$ cat src/hw/rtl/rwpd_pkg.sv
package rwpd_pkg;

	localparam int FRAME_BITS = 36;
	localparam int CNT_W      = 6;
	localparam int ADDR_W     = 6;
	localparam int TBL_DEPTH  = 1 << ADDR_W;
	localparam int ENTRY_W    = 24;

	localparam logic CMD_PULSE = 1'b0;
	localparam logic CMD_WRITE = 1'b1;

	localparam logic REG_SHORT_LOW  = 1'b0;
	localparam logic REG_SHORT_HIGH = 1'b1;

	localparam logic [15:0] SHORT_LOW_RST  = 16'd750;
	localparam logic [15:0] SHORT_HIGH_RST = 16'd1250;

	localparam logic [3:0] SYNC0_MATCH = 4'd12;
	localparam logic [2:0] SYNC1_MATCH = 3'd6;

	localparam logic [19:0]        TEMP_SCALE = 20'd25;
	localparam int                 TEMP_SHIFT = 5;
	localparam logic signed [16:0] TEMP_BIAS  = 17'sd5000;

	localparam logic signed [8:0] HUMI_MIN = -9'sd128;
	localparam logic signed [8:0] HUMI_MAX = 9'sd254;

	typedef struct packed {
		logic [1:0]  id;
		logic [3:0]  unit;
		logic [6:0]  hraw;
		logic [14:0] traw;
	} frame_t;

endpackage

$ cat src/hw/rtl/rf_weather_pulse_decoder_unit.sv
// Channel    Direction  Handshake             Payload
// input      in         in_valid / in_ready   command, pulse_width, frame_start, entry_id,
//                                             entry_unit, temp_trim, humi_trim
// output     out        out_valid / out_ready sensor_id, sensor_unit, temperature, humidity
// config     in         cfg_write             cfg_index, cfg_data
//
// One transaction is taken per cycle while in_ready is high; a decoded frame passes
// from its last pulse through the offset table read stage and then the output register.
// The offset table is a 64-entry memory with one valid bit per entry; reset clears the
// valid bits at once, so no clearing pass is needed.
// The input stalls only while a result waits in the table read stage and the output
// register is full and not taken.
module rf_weather_pulse_decoder_unit (
	input  logic                          clk,
	input  logic                          arst_n,
	input  logic                          cfg_write,
	input  logic                          cfg_index,
	input  logic [15:0]                   cfg_data,
	input  logic                          in_valid,
	output logic                          in_ready,
	input  logic                          command,
	input  logic [15:0]                   pulse_width,
	input  logic                          frame_start,
	input  logic [1:0]                    entry_id,
	input  logic [3:0]                    entry_unit,
	input  logic signed [15:0]            temp_trim,
	input  logic signed [7:0]             humi_trim,
	output logic                          out_valid,
	input  logic                          out_ready,
	output logic [1:0]                    sensor_id,
	output logic [3:0]                    sensor_unit,
	output logic signed [16:0]            temperature,
	output logic signed [8:0]             humidity
);
	import rwpd_pkg::*;

	logic [15:0]           short_low_q;
	logic [15:0]           short_high_q;
	logic [FRAME_BITS-1:0] shift_q;
	logic [CNT_W-1:0]      cnt_q;
	logic                  skip_q;
	logic                  parity_q;
	logic                  done_q;

	logic [ENTRY_W-1:0]    mem [TBL_DEPTH];
	logic [TBL_DEPTH-1:0]  valid_q;

	logic                  v_s1;
	frame_t                frame_s1;
	logic [ENTRY_W-1:0]    ent_s1;
	logic                  entv_s1;

	logic                  accept;
	logic                  pulse_acc;
	logic                  wr_acc;
	logic                  out_free;
	logic                  done_e;
	logic                  skip_e;
	logic                  one_bit;
	logic                  take_bit;
	logic [FRAME_BITS-1:0] shift_n;
	logic [CNT_W-1:0]      cnt_n;
	logic                  parity_n;
	logic                  frame_end;
	logic                  sync_ok;
	logic                  fire;
	frame_t                frame_n;
	logic [ADDR_W-1:0]     rd_addr;
	logic [ADDR_W-1:0]     wr_addr;

	logic [19:0]           prod;
	logic [14:0]           tscaled;
	logic signed [15:0]    toff;
	logic signed [7:0]     hoff;
	logic signed [16:0]    temp_n;
	logic signed [8:0]     humi_n;

	assign out_free  = !out_valid || out_ready;
	assign in_ready  = !v_s1 || out_free;
	assign accept    = in_valid && in_ready;
	assign pulse_acc = accept && (command == CMD_PULSE);
	assign wr_acc    = accept && (command == CMD_WRITE);

	assign done_e    = frame_start ? 1'b0 : done_q;
	assign skip_e    = frame_start ? 1'b0 : skip_q;
	assign one_bit   = (pulse_width > short_low_q) && (pulse_width < short_high_q);
	assign take_bit  = !done_e && !skip_e;

	always_comb begin
		shift_n  = frame_start ? '0 : shift_q;
		cnt_n    = frame_start ? '0 : cnt_q;
		parity_n = frame_start ? 1'b0 : parity_q;
		if (take_bit) begin
			shift_n  = {shift_n[FRAME_BITS-2:0], one_bit};
			cnt_n    = cnt_n + CNT_W'(1);
			parity_n = parity_n ^ one_bit;
		end
	end

	assign frame_end = take_bit && (cnt_n >= CNT_W'(FRAME_BITS));
	assign sync_ok   = (shift_n[35:32] == SYNC0_MATCH) || (shift_n[25:23] == SYNC1_MATCH);
	assign fire      = pulse_acc && frame_end && !parity_n && sync_ok;

	assign frame_n.id   = shift_n[27:26];
	assign frame_n.unit = shift_n[31:28];
	assign frame_n.hraw = shift_n[22:16];
	assign frame_n.traw = shift_n[15:1];

	assign rd_addr = {frame_n.id, frame_n.unit};
	assign wr_addr = {entry_id, entry_unit};

	always_ff @(posedge clk or negedge arst_n) begin
		if (!arst_n) begin
			short_low_q  <= SHORT_LOW_RST;
			short_high_q <= SHORT_HIGH_RST;
		end else if (cfg_write) begin
			case (cfg_index)
				REG_SHORT_LOW:  short_low_q  <= cfg_data;
				REG_SHORT_HIGH: short_high_q <= cfg_data;
				default:        short_low_q  <= short_low_q;
			endcase
		end
	end

	always_ff @(posedge clk or negedge arst_n) begin
		if (!arst_n) begin
			shift_q  <= '0;
			cnt_q    <= '0;
			skip_q   <= 1'b0;
			parity_q <= 1'b0;
			done_q   <= 1'b1;
		end else if (pulse_acc) begin
			shift_q  <= shift_n;
			cnt_q    <= cnt_n;
			parity_q <= parity_n;
			if (frame_end) begin
				done_q <= 1'b1;
				skip_q <= 1'b0;
			end else begin
				done_q <= done_e;
				skip_q <= take_bit ? one_bit : 1'b0;
			end
		end
	end

	always_ff @(posedge clk) begin
		if (wr_acc) begin
			mem[wr_addr] <= {temp_trim, humi_trim};
		end
	end

	always_ff @(posedge clk) begin
		if (fire) begin
			ent_s1   <= mem[rd_addr];
			frame_s1 <= frame_n;
		end
	end

	always_ff @(posedge clk or negedge arst_n) begin
		if (!arst_n) begin
			valid_q <= '0;
			entv_s1 <= 1'b0;
		end else begin
			if (wr_acc) begin
				valid_q[wr_addr] <= 1'b1;
			end
			if (fire) begin
				entv_s1 <= valid_q[rd_addr];
			end
		end
	end

	always_ff @(posedge clk or negedge arst_n) begin
		if (!arst_n) begin
			v_s1 <= 1'b0;
		end else if (in_ready) begin
			v_s1 <= fire;
		end
	end

	assign prod    = 20'(frame_s1.traw) * TEMP_SCALE;
	assign tscaled = prod[TEMP_SHIFT +: 15];
	assign toff    = entv_s1 ? $signed(ent_s1[23:8]) : 16'sd0;
	assign hoff    = entv_s1 ? $signed(ent_s1[7:0]) : 8'sd0;
	assign temp_n  = $signed({2'b00, tscaled}) - TEMP_BIAS + 17'(toff);
	assign humi_n  = $signed({2'b00, frame_s1.hraw}) + 9'(hoff);

	always_ff @(posedge clk or negedge arst_n) begin
		if (!arst_n) begin
			out_valid <= 1'b0;
		end else if (out_free) begin
			out_valid <= v_s1;
		end
	end

	always_ff @(posedge clk) begin
		if (out_free && v_s1) begin
			sensor_id   <= frame_s1.id;
			sensor_unit <= frame_s1.unit;
			temperature <= temp_n;
			humidity    <= humi_n;
		end
	end

endmodule

$ cat config.mk
export PLATFORM = sky130hd
export DESIGN_NAME = rf_weather_pulse_decoder_unit
export DESIGN_NICKNAME = d
export VERILOG_FILES = /design/src/hw/rtl/rwpd_pkg.sv /design/src/hw/rtl/rf_weather_pulse_decoder_unit.sv
export SDC_FILE = /design/constraint.sdc
export NUM_CORES = 2
export LEC_CHECK = 0
export BUFFER_PORTS_ARGS = -buffer_cell sky130_fd_sc_hd__buf_2
export CAP_MARGIN = 5
export CORE_MARGIN = 1.5
export CORE_UTILIZATION = 55
export DETAILED_ROUTE_END_ITERATION = 10
export HOLD_SLACK_MARGIN = 0.08
export PLACE_DENSITY_LB_ADDON = 0.05
export RECOVER_POWER = 25
export SLEW_MARGIN = 20
export SYNTH_ARGS = -nofsm -noshare
export SYNTH_HDL_FRONTEND = slang
export SYNTH_SLANG_ARGS = --single-unit
$ cat constraint.sdc
create_clock -name clk -period 4.9 [get_ports clk]
set_input_delay 0.49 -clock clk [delete_from_list [all_inputs] [get_ports clk]]
set_output_delay 0.49 -clock clk [all_outputs]
set_load 0.02 [all_outputs]
==> flow_metrics.py <==
metrics = {
    "placed_design": {
        "dp_hpwl_um": 110000,
        "gp_congestion": 0.841,
        "place_area_um2": 77500,
        "place.port_buffers": 103,
        "dp_slack_ns": -0.416,
    },
    "critical_path": {
        "crit_fanout": 3,
        "cp.required_ns": 5.46,
        "reg2reg_from": "frame_s1[6]",
        "worstSetupPathType": "flop to flop",
        "cp_data_arrival_time_ns": 5.71,
        "crit_path_end_kind": "flop",
        "worst-r2r-cell-count": 23,
        "cp-start-kind": "flop",
        "ff2ff_setup_slack_ns": -0.26,
        "timing.rr.end": "temperature[15]",
    },
    "route": {
        "drtIter0Drc": 5082,
        "vias": 48200,
        "drc": 0,
        "via_per_inst": 6.00,
        "ant_nets": 0,
        "firstDrtPassIters": 6,
        "drt_wl_total_um": 199000,
        "avgRoutedWirePerCell_um": 24.8,
    },
    "final_layout": {
        "final_cell_area_um2": 83500,
        "syn2layout_area_growth_pct": 13.6,
        "final_common_cell": "nand2_1",
        "final_util": 0.633,
        "mostFrequentLayoutCells": "nand2_1, edfxtp_1, nand3_1",
        "layout-drive-gt1-share": 0.134,
        "nNetsFinal": 6309,
    },
    "yosys": {
        "synthDistinctLibCells": 71,
        "netlist_area_um2": 73500,
        "synth-edff-count": 1620,
        "post_synth.cell_area_avg_um2": 12.4,
        "ys_seq_elements": 1764,
        "yosysWarnings": 0,
        "syn_inst": 5903,
        "synthArstFlopShare": 0.0816,
        "ys.flop_type": "edfxtp_1",
        "syn_nets": 6090,
        "ys_seq_area_frac": 0.711,
    },
    "sta": {
        "max_freq_ghz": 0.194,
        "hold_violations": 0,
        "min_period_ns": 5.16,
        "timing.setup.tns_ns": -0.435,
        "worst_slew_pin_slew_ns": 3.76,
        "slew_headroom": -1.50,
        "worst_slack_ns": -0.255,
        "setup_viol": 3,
        "slew_viol_final": 1397,
        "rsz0062_at_grt": "yes",
        "finClkSkew_ns": 0.0358,
        "period_share": 1.05,
    },
    "pwr": {
        "leakagePower_nw": 30.4,
        "pwr_density_cell_nw_per_um2": 384,
        "ir_drop_mv": 0.374,
    },
    "worst_hold_path": {
        "hp-class": "primary input to flop",
        "holdPathStages": 5,
        "min_to": "done_q",
        "hold_path.startpoint": "command",
    },
    "die": {
        "pin_count": 104,
        "die-area_um2": 136000,
        "initial_core_util": 0.557,
        "die_x_um": 369,
        "die_h_um": 369,
        "coreArea_um2": 132000,
        "num_rows": 133,
    },
    "outcome": {
        "status": "finished, violations left",
        "failed_checks": "capacitance limit, slew limit, setup timing",
    },
    "clock_network": {
        "clk_latency_ns": 0.82,
        "cts_max_path_buffers": 3,
        "cts_tree": "done",
        "cts_made_buffers": 180,
        "cts.reportedPaths.clkPinSlew_ns": 0.06,
        "cts_max_level": 4,
        "clock_sinks": 1764,
        "cts_root_buf": "clkbuf_16",
    },
    "global_routing": {
        "grt_pass1_vias": 45900,
        "grt_pass1_wl_um": 297000,
        "grt_usage": 0.293,
        "grt_max_degree": 108,
        "grt.overflow.total": 0,
        "antenna_found_initial": 12,
    },
    "flow_run": {
        "drv_cap": 22,
    },
}
per-stage QoR:
step / hold slack (ns) / cells / total power, mW
after floorplan: 0.194 / 5903 / 18.1
after global placement: 0.402 / 7667 / 19.1
after detailed placement: 0.405 / 7669 / 19.1
after CTS: 0.126 / 8024 / 32.2
after global routing: 0.265 / 8030 / 33.0
final: 0.248 / 8031 / 32.1
layout make-up:
cell class | count | area, um2
well taps | 1755 | 2200
diodes | 3 | 7.51
flip-flops and latches | 1764 | 52300
clock inverters | 100 | 882
repair buffers | 420 | 3410
inverters | 102 | 409
multi-input cells | 3654 | 19500
fillers | 10100 | 48500
clock buffers | 233 | 4790
worst max-delay path, cell delays in order (launching register included):
cell and delay [ns]:
edfxtp_1 0.43, ha_1 0.32, ha_1 0.27, inv_1 0.05, fa_1 0.48, inv_1 0.06, ha_4 0.27, nand2_1 0.10
nor4b_4 0.29, nor4_2 0.11, o21ai_1 0.21, xor2_1 0.21, buf_4 0.16, nand3_2 0.08, xor2_1 0.15, ha_1 0.29
and3_4 0.18, a21oi_4 0.12, inv_2 0.06, a21o_1 0.17, or4_4 0.43, a31o_2 0.22, a21oi_2 0.14, xnor2_1 0.08
cell families (layout without fill, tap and decap cells):
kind of cell	count (synthesis)	in the layout	synth area share
XOR/XNOR	44	44	0.00524
buffers and inverters	485	855	0.0296
AO/OA/AOI/OAI	507	507	0.0536
adder cells (fa/ha/maj)	117	117	0.0211
flip-flops	1764	1764	0.711
multiplexers	29	29	0.00446
other	0	3	0
AND/OR/NAND/NOR	2957	2957	0.175
synthesized netlist by cell type (all sizes together), types with 3 or more instances:
master	instances	area share
nand2	1775	0.091
edfxtp	1620	0.66
nand3	804	0.055
a311oi	249	0.030
buf	226	0.016
clkbuf	157	0.0080
dfrtp	131	0.045
and3	109	0.0093
ha	105	0.018
inv	100	0.0051
nor2	93	0.0048
or2	69	0.0059
a21oi	64	0.0044
o21ai	56	0.0038
a311o	51	0.0069
nor3	34	0.0023
a31oi	26	0.0022
xnor2	25	0.0030
and2	24	0.0020
mux2	20	0.0031
xor2	19	0.0023
a21o	16	0.0017
dfstp	13	0.0046
fa	12	0.0033
nand2b	11	0.00094
mux2i	8	0.0011
nor2b	8	0.00068
nand3b	7	0.00072
nand4	6	0.00051
o21bai	6	0.00061
a22oi	5	0.00051
o211ai	5	0.00051
o22ai	5	0.00043
or3b	4	0.00048
a211oi	3	0.00031
nor4	3	0.00034
nor4b	3	0.00044
o21a	3	0.00031
worst max-delay path by stage:
stage / from / endpoint / cells past startpoint
finish: frame_s1[6] / temperature[15] / 23
global route: frame_s1[4] / temperature[15] / 22
CTS: frame_s1[4] / temperature[15] / 22
detailed placement: frame_s1[5] / temperature[15] / 22
global placement: frame_s1[5] / temperature[15] / 22
floorplan: frame_s1[5] / temperature[15] / 22
power breakdown:
part	total, mW	switching [mW]	internal (mW)
Combinational	2.04	1.43	0.610
Clock	13.3	5.75	7.51
Sequential	16.8	0.0965	16.7
state kept, by name (all words and copies together) (netlist names), 9 cells and up:
register / count
ent_s1: 24
frame_s1: 28
humidity: 9
mem: 1536
shift_q: 36
short_high_q: 16
short_low_q: 16
temperature: 17
valid_q: 64
what timing repair did:
item,CTS,global route
hold endpoints to repair,103,0
resized for setup,11,10
setup endpoints to repair,4,7
hold buffers,18,0
buffers inserted,4,4
pin swaps,13,7
per-layer routing:
layer / GRT usage / up-vias / share of wire
li1: - / 21900 / -
met1: 0.428 / 24100 / 0.43
met2: 0.450 / 1956 / 0.46
met3: 0.0519 / 317 / 0.083
met4: 0.0919 / 6 / 0.028
met5: 0 / - / 0.00019
Note: power is estimated with default switching activity, not from simulation.
